**config.mk**
```make
export PLATFORM = sky130hd
export DESIGN_NAME = ssh_mpint_stream_decoder_top
export DESIGN_NICKNAME = d
export VERILOG_FILES = /design/src/smd_pkg.sv /design/src/smd_in_stage.sv /design/src/smd_parse.sv /design/src/smd_out_stage.sv /design/src/ssh_mpint_stream_decoder_top.sv
export SDC_FILE = /design/constraint.sdc
export NUM_CORES = 1
export LEC_CHECK = 0
export BUFFER_PORTS_ARGS = -buffer_cell sky130_fd_sc_hd__buf_2
export CAP_MARGIN = 20
export CORE_ASPECT_RATIO = 0.7
export CORE_MARGIN = 8
export CORE_UTILIZATION = 55
export CTS_BUF_LIST = sky130_fd_sc_hd__clkbuf_4 sky130_fd_sc_hd__clkbuf_8
export DETAILED_ROUTE_END_ITERATION = 8
export PLACE_DENSITY = 0.78
export SETUP_SLACK_MARGIN = 0.5
export SLEW_MARGIN = 20
export SYNTH_ARGS = -nofsm -noshare
export SYNTH_HDL_FRONTEND = slang
export SYNTH_SLANG_ARGS = --single-unit
```
**constraint.sdc**
```tcl
create_clock -name clk -period 11.67 [get_ports clk]
set_input_delay 1.7505 -clock clk [delete_from_list [all_inputs] [get_ports clk]]
set_output_delay 1.7505 -clock clk [all_outputs]
set_load 0.03 [all_outputs]
```
**src/smd_pkg.sv**
```systemverilog
// Shared types and constants for the SSH mpint stream decoder.
// No dependencies; imported by every module of the block.
package smd_pkg;

    // Destination size limit and field widths
    localparam int MAX_DIGITS = 512;
    localparam int CAP_W      = 10;
    localparam int IDX_W      = 9;
    localparam int LEN_W      = 32;

    // Top bit of the first payload byte marks a negative value
    localparam logic [7:0] SIGN_MASK = 8'h80;

    typedef enum logic [2:0] {
        ST_OK      = 3'd0,
        ST_SHORT   = 3'd1,
        ST_NEG     = 3'd2,
        ST_NONMIN  = 3'd3,
        ST_TOOMANY = 3'd4
    } status_t;

    typedef enum logic {
        PH_LEN = 1'b0,
        PH_PAY = 1'b1
    } phase_t;

    typedef struct packed {
        logic [7:0] data_byte;
        logic       buffer_first;
        logic       buffer_end;
    } smd_in_t;

    typedef struct packed {
        logic             digit_valid;
        logic [IDX_W-1:0] digit_index;
        logic [7:0]       digit_value;
        logic             field_done;
        status_t          status;
    } smd_out_t;

    // Handshake between the parse step and the output register
    typedef struct packed {
        logic step;
        logic emit;
    } smd_ctl_t;

endpackage

```
**src/smd_in_stage.sv**
```systemverilog
// Input register for the mpint decoder: holds one word until the parse step takes it.
// Depends on smd_pkg.
module smd_in_stage
    import smd_pkg::*;
(
    input  logic    clk,
    input  logic    rst_n,
    input  logic    in_valid,
    output logic    in_ready,
    input  smd_in_t in_word,
    input  logic    step,
    output logic    held_valid,
    output smd_in_t held_word
);

    logic    valid_reg;
    smd_in_t word_reg;

    // Free when empty or when the held word moves on this cycle
    assign in_ready   = !valid_reg || step;
    assign held_valid = valid_reg;
    assign held_word  = word_reg;

    always_ff @(posedge clk or negedge rst_n)
    begin
        if (!rst_n)
        begin
            valid_reg <= 1'b0;
        end
        else if (in_valid && in_ready)
        begin
            valid_reg <= 1'b1;
        end
        else if (step)
        begin
            valid_reg <= 1'b0;
        end
    end

    // Payload needs no reset
    always_ff @(posedge clk)
    begin
        if (in_valid && in_ready)
        begin
            word_reg <= in_word;
        end
    end

endmodule

```
**src/smd_parse.sv**
```systemverilog
// Parse state and per-byte decode: length gathering, sign/minimality/capacity checks,
// digit index generation and field status. Depends on smd_pkg.
module smd_parse
    import smd_pkg::*;
(
    input  logic             clk,
    input  logic             rst_n,
    input  logic             cfg_we,
    input  logic [CAP_W-1:0] cfg_data,
    input  logic             step,
    input  smd_in_t          item,
    output logic             emit,
    output smd_out_t         result
);

    // State registers
    phase_t           phase_reg,  phase_next;
    logic [1:0]       lbc_reg,    lbc_next;
    logic [LEN_W-1:0] rem_reg,    rem_next;
    logic [1:0]       pos_reg,    pos_next;
    logic             fwz_reg,    fwz_next;
    logic [CAP_W-1:0] ndi_reg,    ndi_next;
    logic             sticky_reg, sticky_next;
    status_t          pend_reg,   pend_next;
    logic [CAP_W-1:0] cap_reg;

    // Working copies after an optional buffer restart
    phase_t           ph;
    logic [1:0]       lbc;
    logic [LEN_W-1:0] rem;
    logic [1:0]       pos;
    logic             fwz;
    logic [CAP_W-1:0] ndi;
    logic             sticky;
    status_t          pend;

    logic [CAP_W-1:0] cap_eff;
    logic             cap_zero;
    logic             too_many;
    logic             give;
    logic             start;
    logic             open;
    logic             done;
    status_t          st;
    logic [CAP_W-1:0] idx_use;
    logic [7:0]       b;

    assign b        = item.data_byte;
    assign cap_eff  = (cap_reg > CAP_W'(MAX_DIGITS)) ? CAP_W'(MAX_DIGITS) : cap_reg;
    assign cap_zero = (cap_eff == '0);
    assign too_many = (rem > LEN_W'(cap_eff));

    // One byte of decode
    always_comb
    begin
        ph     = item.buffer_first ? PH_LEN : phase_reg;
        lbc    = item.buffer_first ? 2'd0 : lbc_reg;
        rem    = item.buffer_first ? '0 : rem_reg;
        pos    = item.buffer_first ? 2'd0 : pos_reg;
        fwz    = item.buffer_first ? 1'b0 : fwz_reg;
        ndi    = item.buffer_first ? '0 : ndi_reg;
        sticky = item.buffer_first ? 1'b0 : sticky_reg;
        pend   = item.buffer_first ? ST_OK : pend_reg;

        phase_next  = ph;
        lbc_next    = lbc;
        rem_next    = rem;
        pos_next    = pos;
        fwz_next    = fwz;
        ndi_next    = ndi;
        sticky_next = sticky;
        pend_next   = pend;

        give    = 1'b0;
        start   = 1'b0;
        open    = 1'b1;
        done    = 1'b0;
        st      = ST_OK;
        emit    = 1'b0;
        idx_use = ndi;

        if (!sticky)
        begin
            if (ph == PH_LEN)
            begin
                // Big-endian length, four bytes
                rem_next = {rem[LEN_W-9:0], b};
                lbc_next = lbc + 2'd1;
                if (lbc == 2'd3)
                begin
                    if (rem_next == '0)
                    begin
                        done = 1'b1;
                        st   = cap_zero ? ST_TOOMANY : ST_OK;
                        open = 1'b0;
                    end
                    else
                    begin
                        phase_next = PH_PAY;
                        pos_next   = 2'd0;
                        fwz_next   = 1'b0;
                        pend_next  = ST_OK;
                    end
                end
            end
            else
            begin
                // Payload byte; rem counts this byte too
                if (pos == 2'd0)
                begin
                    fwz_next = (b == 8'h00);
                    if ((b & SIGN_MASK) != 8'h00)
                    begin
                        pend_next = ST_NEG;
                    end
                    else if (b != 8'h00)
                    begin
                        if (too_many)
                        begin
                            pend_next = ST_TOOMANY;
                        end
                        else
                        begin
                            give  = 1'b1;
                            start = 1'b1;
                        end
                    end
                end
                else if (pend == ST_OK)
                begin
                    if (pos == 2'd1 && fwz)
                    begin
                        // Leading zero only allowed ahead of a set top bit
                        if ((b & SIGN_MASK) == 8'h00)
                        begin
                            pend_next = ST_NONMIN;
                        end
                        else if (too_many)
                        begin
                            pend_next = ST_TOOMANY;
                        end
                        else
                        begin
                            give  = 1'b1;
                            start = 1'b1;
                        end
                    end
                    else
                    begin
                        give = 1'b1;
                    end
                end

                if (pos != 2'd2)
                begin
                    pos_next = pos + 2'd1;
                end

                // Right-align the value in the destination
                if (start)
                begin
                    idx_use = cap_eff - rem[CAP_W-1:0];
                end
                if (give)
                begin
                    ndi_next = idx_use + CAP_W'(1);
                end

                rem_next = rem - LEN_W'(1);
                if (rem_next == '0)
                begin
                    done = 1'b1;
                    st   = pend_next;
                    if (st == ST_OK && cap_zero)
                    begin
                        st = ST_TOOMANY;
                    end
                    if (st != ST_OK)
                    begin
                        give = 1'b0;
                    end
                    open = 1'b0;
                end
            end

            // Field closed, buffer ran out, or plain digit
            if (!open)
            begin
                emit = 1'b1;
                if (st != ST_OK)
                begin
                    sticky_next = 1'b1;
                end
                phase_next = PH_LEN;
                lbc_next   = 2'd0;
                rem_next   = '0;
                pos_next   = 2'd0;
                fwz_next   = 1'b0;
                ndi_next   = '0;
                pend_next  = ST_OK;
            end
            else if (item.buffer_end)
            begin
                emit = 1'b1;
                done = 1'b1;
                st   = ST_SHORT;
                give = 1'b0;
            end
            else if (give)
            begin
                emit = 1'b1;
            end
        end

        // Buffer end restarts everything for the next word
        if (item.buffer_end)
        begin
            sticky_next = 1'b0;
            phase_next  = PH_LEN;
            lbc_next    = 2'd0;
            rem_next    = '0;
            pos_next    = 2'd0;
            fwz_next    = 1'b0;
            ndi_next    = '0;
            pend_next   = ST_OK;
        end

        result.digit_valid = give;
        result.digit_index = give ? idx_use[IDX_W-1:0] : '0;
        result.digit_value = give ? b : 8'h00;
        result.field_done  = done;
        result.status      = done ? st : ST_OK;
    end

    // State update on each consumed word
    always_ff @(posedge clk or negedge rst_n)
    begin
        if (!rst_n)
        begin
            phase_reg  <= PH_LEN;
            lbc_reg    <= 2'd0;
            rem_reg    <= '0;
            pos_reg    <= 2'd0;
            fwz_reg    <= 1'b0;
            ndi_reg    <= '0;
            sticky_reg <= 1'b0;
            pend_reg   <= ST_OK;
        end
        else if (step)
        begin
            phase_reg  <= phase_next;
            lbc_reg    <= lbc_next;
            rem_reg    <= rem_next;
            pos_reg    <= pos_next;
            fwz_reg    <= fwz_next;
            ndi_reg    <= ndi_next;
            sticky_reg <= sticky_next;
            pend_reg   <= pend_next;
        end
    end

    // Capacity register
    always_ff @(posedge clk or negedge rst_n)
    begin
        if (!rst_n)
        begin
            cap_reg <= CAP_W'(MAX_DIGITS);
        end
        else if (cfg_we)
        begin
            cap_reg <= cfg_data;
        end
    end

endmodule

```
**src/smd_out_stage.sv**
```systemverilog
// Result register for the mpint decoder; decouples the consumer from the parse step.
// Depends on smd_pkg.
module smd_out_stage
    import smd_pkg::*;
(
    input  logic     clk,
    input  logic     rst_n,
    input  smd_ctl_t ctl,
    input  smd_out_t result,
    output logic     slot_free,
    output logic     out_valid,
    input  logic     out_ready,
    output smd_out_t out_word
);

    logic     valid_reg;
    smd_out_t word_reg;

    // Room for a new word when empty or being drained now
    assign slot_free = !valid_reg || out_ready;
    assign out_valid = valid_reg;
    assign out_word  = word_reg;

    always_ff @(posedge clk or negedge rst_n)
    begin
        if (!rst_n)
        begin
            valid_reg <= 1'b0;
        end
        else if (ctl.step && ctl.emit)
        begin
            valid_reg <= 1'b1;
        end
        else if (out_ready)
        begin
            valid_reg <= 1'b0;
        end
    end

    always_ff @(posedge clk)
    begin
        if (ctl.step && ctl.emit)
        begin
            word_reg <= result;
        end
    end

endmodule

```
**src/ssh_mpint_stream_decoder_top.sv**
```systemverilog
// Top level of the SSH mpint stream decoder.
// Depends on smd_pkg, smd_in_stage, smd_parse and smd_out_stage.
//
//   Channel  | Signals                          | Direction | Word
//   ---------+----------------------------------+-----------+-----------------------
//   input    | in_valid, in_ready, in_word      | in        | smd_in_t (one byte)
//   output   | out_valid, out_ready, out_word   | out       | smd_out_t (digit/status)
//   config   | cfg_we, cfg_data                 | in        | digit capacity, 10 bits
//
// One byte per cycle sustained unless the output stalls. A byte is decoded in the
// cycle it leaves the input register, and its result word appears the cycle after.
// Bytes that give no result leave no word. Reset clears all control state and sets
// the capacity to 512. A stalled output holds the parse step, which backs up into the
// input register; the input side stays ready while the output register can drain.
module ssh_mpint_stream_decoder_top
    import smd_pkg::*;
(
    input  logic             clk,
    input  logic             rst_n,
    input  logic             in_valid,
    output logic             in_ready,
    input  smd_in_t          in_word,
    output logic             out_valid,
    input  logic             out_ready,
    output smd_out_t         out_word,
    input  logic             cfg_we,
    input  logic [CAP_W-1:0] cfg_data
);

    logic     held_valid;
    smd_in_t  held_word;
    logic     slot_free;
    smd_ctl_t ctl;
    smd_out_t result;
    logic     emit;

    // A held byte is decoded whenever the result register has room
    assign ctl.step = held_valid && slot_free;
    assign ctl.emit = emit;

    smd_in_stage u_in (
        .clk        (clk),
        .rst_n      (rst_n),
        .in_valid   (in_valid),
        .in_ready   (in_ready),
        .in_word    (in_word),
        .step       (ctl.step),
        .held_valid (held_valid),
        .held_word  (held_word)
    );

    smd_parse u_parse (
        .clk      (clk),
        .rst_n    (rst_n),
        .cfg_we   (cfg_we),
        .cfg_data (cfg_data),
        .step     (ctl.step),
        .item     (held_word),
        .emit     (emit),
        .result   (result)
    );

    smd_out_stage u_out (
        .clk       (clk),
        .rst_n     (rst_n),
        .ctl       (ctl),
        .result    (result),
        .slot_free (slot_free),
        .out_valid (out_valid),
        .out_ready (out_ready),
        .out_word  (out_word)
    );

endmodule

```
==> flow_summary.json, run 1 <==
{
  "wirelength_um": 22200,
  "cts_hold_buffers": 0,
  "drv_slew": 0,
  "avgSynthCellArea_um2": 8.48,
  "cts_buffer_depth": 2,
  "cpPeakStageDelay_ns": 0.58,
  "synth_common_cells": "nand2_1, nor2_1, dfrtp_1",
  "num_rows": 34,
  "cp_slowest_cell": "a211oi_4",
  "cts.sinks": 95,
  "syn_area_mm2": 0.00693,
  "cellLeakagePower_nw": 3.13,
  "grt_start_max_net_pins": 64,
  "route.detailed.drc": 0,
  "pin_count": 49,
  "timing.rr.end": "u_out.out_word[1]$_SDFFCE_PP0P_",
  "start_kind": "flop",
  "drt_pre_antenna_iters": 6,
  "yosys-top-cells-area": "dfrtp_1, edfxtp_1, nand2_1, ha_1, nor2_1",
  "crit_buf_inv": 3,
  "critical-path-top-delay-family": "simple AND/OR/NAND/NOR gates",
  "wl_per_cell_um": 22.1,
  "ff2ff_setup_slack_ns": 6.36,
  "insertedDiodeCount": 0,
  "setup_violations": 0,
  "crit_type": "flop to flop",
  "setup_ws_ns": 6.36,
  "place_congestion": 0.968,
  "chipWidth_um": 150,
  "tns_ns": 0,
  "worstPathMaxFanout": 51,
  "final_core_util_pct": 60.8,
  "crit_arrival_ns": 5.40,
  "largest_register_ffs": 32,
  "endpoint_kind": "flop",
  "dpl_worst_slack_ns": 6.21,
  "grt_setup_unrepaired": "false",
  "ys_types": 80,
  "ys.flop_type": "dfrtp_1",
  "synth_nets": 868,
  "yosys_warnings": 0,
  "post-route-period-util_pct": 45.5,
  "crit_required_ns": 11.76,
  "reg2reg_from": "u_in.held_word[1]$_DFFE_PP_",
  "synth_edf_count": 32,
  "ys_ff_latch": 95,
  "numPortBuffers": 48,
  "ys_seq_area_share_pct": 36.6,
  "initial_core_util_pct": 56.0,
  "clock.fmax_ghz": 0.188,
  "power_density_mw_per_mm2": 133,
  "drtIter0Drc": 902,
  "fin_skew_ns": 0.00880,
  "clk_latency_ns": 0.37,
  "relSlewSlack_pct": 33.6,
  "synth.most_common_cell": "nand2_1",
  "antenna_found_initial": 0,
  "startpoint": "u_in.held_word[1]$_DFFE_PP_",
  "p_total_mw": 1.00,
  "grt_pass1_wl_um": 34600,
  "vias_per_cell": 6.63,
  "hold_viol": 0,
  "irDropWorstVdd_mv": 0.102,
  "multiInputGateArea_mm2": 0.00407,
  "postCtsSetupRepairBufs": 0,
  "synthCells": 817,
  "cts_buffers": 9,
  "post-dp-hpwl_um": 16400,
  "ant_nets": 0,
  "endpoint": "u_out.out_word[1]$_SDFFCE_PP0P_",
  "grt_overflow": 0,
  "root_buffer": "clkbuf_8",
  "cp_cell_sequence": "buf_4, inv_1, nand2_1, ha_1, or4b_1, a22oi_1, a311oi_1, nor3_1, nor4bb_1, and4_1, o21ai_0, a211oi_4, buf_8",
  "drive_gt1_share_pct": 13.5,
  "area_delta_synth_final_pct": 8.54,
  "cp.depth": 13,
  "grt_pass1_vias": 6049,
  "vias": 6654,
  "worst_pin_slew_ns": 0.996,
  "regArea_mm2": 0.00254,
  "cts_tree": "yes",
  "post_cts_resized": 0,
  "grt.total_usage_pct": 27.2,
  "hp-class": "flop to flop",
  "htreeDepth": 3,
  "synth_top_cell_area_share_pct": 22.4,
  "fillers": 1094,
  "nets": 888,
  "fp.coreArea_mm2": 0.0124,
  "async_flop_share_pct": 66.3,
  "dieArea_mm2": 0.0165,
  "period_needed_ns": 5.31,
  "cts.clk_slew.worst_paths_ns": 0.10,
  "die_h_um": 110,
  "drv_cap": 0,
  "yosysTopAreaCell": "dfrtp_1",
  "status": "complete, no violations",
  "reg2reg_depth": 13
}
## metal layers
metal | vias to the layer above | track usage [%] | wire length, um
met1 | 3187 | 41.9 | 10500
met2 | 399 | 35.8 | 8470
met4 | 0 | 4.90 | 274
met3 | 32 | 8.96 | 2960
met5 | - | 0 | 0
li1 | 3036 | - | -
## placed cells by master (no fill, tap or decap), types with 9 or more instances in the layout
cell and count:
or3_1 9, nor3_1 30, ha_1 25, edfxtp_1 32, xor2_1 12, o22ai_1 16
nor4_1 16, a21oi_1 49, clkbuf_8 9, nand3_1 17, buf_2 48, buf_4 9
xnor2_1 9, nor2_1 83, inv_1 34, o21ai_0 57, nand2_1 87, a22o_1 16
nand2b_1 9, mux2i_1 18, nor2b_1 19, and2_1 14, dfrtp_1 62, mux2_2 12
## how the worst min path moves through the flow
stage,end,from,depth (start not counted),slack (ns)
2_1_floorplan,u_parse.pend_reg[2]$_DFFE_PN0P_,u_parse.pend_reg[2]$_DFFE_PN0P_,2,0.46
3_3_place_gp,u_parse.pos_reg[1]$_DFFE_PN0P_,u_parse.pos_reg[1]$_DFFE_PN0P_,1,0.48
3_5_place_dp,u_parse.ndi_reg[8]$_DFFE_PN0P_,u_parse.ndi_reg[8]$_DFFE_PN0P_,1,0.49
4_1_cts,u_parse.lbc_reg[0]$_DFFE_PN0P_,u_parse.lbc_reg[0]$_DFFE_PN0P_,1,0.52
5_1_grt,u_parse.ndi_reg[8]$_DFFE_PN0P_,u_parse.ndi_reg[8]$_DFFE_PN0P_,1,0.53
6_report,u_parse.lbc_reg[0]$_DFFE_PN0P_,u_parse.lbc_reg[0]$_DFFE_PN0P_,1,0.51
## report_power, final
| part | switching, mW | internal (mW) | total [mW] |
|---|---|---|---|
| sequential | 0.0319 | 0.364 | 0.396 |
| combinational | 0.220 | 0.115 | 0.335 |
| clock | 0.125 | 0.146 | 0.272 |
## final cells by class
type	count	share of cell area, %
inverter	36	1.80
multi-input combinational	636	54.1
clock buffer	10	1.75
timing repair buffer	59	4.36
clock inverter	6	1.53
sequential	95	33.8
tap	162	2.70
## metrics by stage
stage	std cells	hold WS (ns)	instance area, um2
3_3_place_gp	986	0.484	7250
2_1_floorplan	817	0.456	6930
5_1_grt	1004	0.533	7520
6_report	1004	0.511	7520
3_5_place_dp	986	0.493	7250
4_1_cts	1002	0.515	7500
## cells by family after synthesis
group | share of synthesized area (%)
muxes | 4.55
and+or+nand+nor | 24.5
xor gates and xnor gates | 2.65
adders and majority gates | 4.80
buffers and inverters | 4.86
DFF | 36.6
AOI/OAI and AO/OA | 22.0
Note: power is estimated with default switching activity, not from simulation.
==> run 2, diff against run 1 <==
ABC_AREA = 1   (was not set)
PLACE_DENSITY = 0.8   (was 0.78)
clock period = 4.6 ns   (was 11.67 ns; I/O delays follow)
==> run 2 against run 1 <==
Compared with the run above:
- hold slack worse by 0.21 ns
- combinational power rose to 3.7 times the previous value
- clock power up 120%
- synthesized cell count up 32%
- critical path depth up 7
- power rose to 2.8 times the previous value
- register-to-register slack worse by 5.6 ns
- clock skew up 0.015 ns
- cell area up 8.3%
- die area up 6.9%
- area after synthesis up 7.9%
- critical endpoint is now u_out.out_word[18]$_SDFFCE_PN0P_
- highest routed layer is now met5
==> flow_summary.json, run 2 <==
{
  "cts.sinks": 95,
  "cellLeakagePower_nw": 4.01,
  "ys.flop_type": "dfrtp_1",
  "hold_viol": 0,
  "power_density_mw_per_mm2": 347,
  "hp-class": "input pin to asynchronous set/reset pin",
  "dieArea_mm2": 0.0176,
  "area_delta_synth_final_pct": 8.94,
  "ant_nets": 0,
  "ys_seq_area_share_pct": 34.0,
  "yosysTopAreaCell": "dfrtp_1",
  "nets": 1167,
  "irDropWorstVdd_mv": 0.168,
  "num_rows": 35,
  "root_buffer": "clkbuf_8",
  "drt_pre_antenna_iters": 5,
  "critical-path-top-delay-family": "simple AND/OR/NAND/NOR gates",
  "cp_slowest_cell": "ha_2",
  "crit_required_ns": 4.70,
  "drive_gt1_share_pct": 14.6,
  "wl_per_cell_um": 17.1,
  "avgSynthCellArea_um2": 6.94,
  "cts_buffer_depth": 2,
  "clk_latency_ns": 0.39,
  "die_h_um": 114,
  "clock.fmax_ghz": 0.263,
  "cpPeakStageDelay_ns": 0.44,
  "fp.coreArea_mm2": 0.0132,
  "largest_register_ffs": 32,
  "drtIter0Drc": 814,
  "endpoint_kind": "flop",
  "async_flop_share_pct": 66.3,
  "cts_buffers": 9,
  "layout_commonest_cell": "nand2_1",
  "yosys_warnings": 0,
  "post-route-period-util_pct": 82.6,
  "cts_tree": "yes",
  "numPortBuffers": 48,
  "cts.clk_slew.worst_paths_ns": 0.12,
  "vias_per_cell": 5.69,
  "status": "complete, no violations",
  "ys_types": 50,
  "crit_buf_inv": 4,
  "wirelength_um": 22300,
  "insertedDiodeCount": 0,
  "place_congestion": 0.996,
  "route.detailed.drc": 0,
  "final_cell_mix": "nand2_1, inv_1, nor2_1, o21ai_0, dfrtp_1",
  "postCtsSetupRepairBufs": 0,
  "antenna_found_initial": 0,
  "grt_overflow": 0,
  "synth_edf_count": 32,
  "vias": 7432,
  "relSlewSlack_pct": 33.1,
  "initial_core_util_pct": 56.5,
  "fillers": 1242,
  "fin_skew_ns": 0.0238,
  "yosys-top-cells-area": "dfrtp_1, nand2_1, edfxtp_1, inv_1, nor2_1",
  "grt_start_max_net_pins": 36,
  "cts_hold_buffers": 0,
  "start_kind": "flop",
  "worst_pin_slew_ns": 1.00,
  "chipWidth_um": 155,
  "dpl-instance-area_mm2": 0.00791,
  "setup_violations": 0,
  "grt.total_usage_pct": 25.5,
  "final_area_mm2": 0.00814,
  "ys_ff_latch": 95,
  "tns_ns": 0,
  "post-dp-hpwl_um": 17200,
  "period_needed_ns": 3.80,
  "crit_arrival_ns": 3.90,
  "drv_slew": 0,
  "grt_pass1_vias": 6964,
  "cp_cell_sequence": "inv_2, nand2_2, ha_2, nand2_1, nor2_1, inv_1, nor2_1, nand3_1, nand3_1, nand3_1, nand2_1, nor2_1, a21oi_1, nand2_1, nand3_1, nand2_1, nand2_1, nand2_1, inv_2, buf_12",
  "drv_cap": 0,
  "crit_type": "flop to flop",
  "worstPathMaxFanout": 22,
  "synth_nets": 1128,
  "grt_pass1_wl_um": 36100,
  "synth.most_common_cell": "nand2_1",
  "grt_setup_unrepaired": "true",
  "cpMostUsedCell": "nand2_1",
  "pin_count": 49,
  "syn_area_mm2": 0.00747,
  "synth_top_cell_area_share_pct": 20.8,
  "htreeDepth": 3,
  "synthCells": 1077,
  "synth_common_cells": "nand2_1, inv_1, nor2_1"
}
run 2: cell count changes after synthesis, moves of 14 or more:
cell      before  now
inv_1         34  125
nor2b_1       19    0
o21ai_0       59   80
mux2i_1       18    0
nand2_2        0   19
nor2_1        83  107
nand4_1        6   20
nand3_1       17   45
nor3_1        30   16
o21ai_1        1   41
a22o_1        16    0
clkbuf_1      41   26
nand2_1       87  293
run 2: layout make-up:
cell class	instances	area [um2]	area share, %
well taps	185	231	2.84
flip-flops and latches	95	2540	31.2
repair buffers	67	395	4.86
inverters	133	499	6.13
multi-input cells	810	4270	52.4
clock buffers	9	124	1.52
clock inverters	7	83.8	1.03
run 2: metrics by stage:
step / hold WS [ns] / power (mW) / cells / util, % / setup WS (ns)
CTS: 0.318 / 2.80 / 1306 / 61.3 / 0.723
detailed placement: 0.474 / 2.21 / 1290 / 59.8 / 0.766
global route: 0.345 / 3.01 / 1306 / 61.6 / 0.465
global placement: 0.468 / 2.21 / 1290 / 59.8 / 0.798
finish: 0.302 / 2.83 / 1306 / 61.6 / 0.801
floorplan: 0.394 / 1.91 / 1077 / - / 1.00
run 2: final timing paths:
path,startpoint,endpoint,slack (ns),depth (start not counted)
setup / recovery,u_in.held_word[1]$_DFFE_PP_,u_out.out_word[18]$_SDFFCE_PN0P_,0.80,20
hold / removal,rst_n,u_parse.rem_reg[23]$_DFFE_PN0P_,0.30,1
setup reg to reg,u_in.held_word[1]$_DFFE_PP_,u_out.out_word[18]$_SDFFCE_PN0P_,0.80,20
hold reg to reg,u_parse.ndi_reg[8]$_DFFE_PN0P_,u_parse.ndi_reg[8]$_DFFE_PN0P_,0.51,2
max in group asynchronous,rst_n,u_parse.rem_reg[7]$_DFFE_PN0P_,3.33,2
min in group clk,in_word[9],u_in.held_word[9]$_DFFE_PP_,0.47,1
run 2: cells by family after synthesis:
kind of cell,after synthesis,synth area share (%)
mux,1,0.151
xor+xnor,24,3.01
simple gates,549,33.1
fa+ha+maj,26,4.45
buf+inv,172,9.33
compound gates,210,15.9
flops,95,34.0
run 2: repair_timing:
| action | CTS | global route |
|---|---|---|
| setup endpoints to repair | 0 | 41 |
| endpoints found under the hold margin | 0 | 0 |
| resized for setup | 0 | 9 |
run 2: power by group:
group / switching [mW] / leakage [nW] / total, mW / internal (mW)
sequential: 0.0511 / 1.15 / 0.988 / 0.937
clock: 0.368 / 0.105 / 0.588 / 0.220
combinational: 0.871 / 2.76 / 1.25 / 0.382
run 2: routing by layer:
layer  track usage [%]  wire length (um)
met4              5.61               278
met5              3.86                80
met2              36.9              9260
met1              37.1             10100
met3              6.46              2630
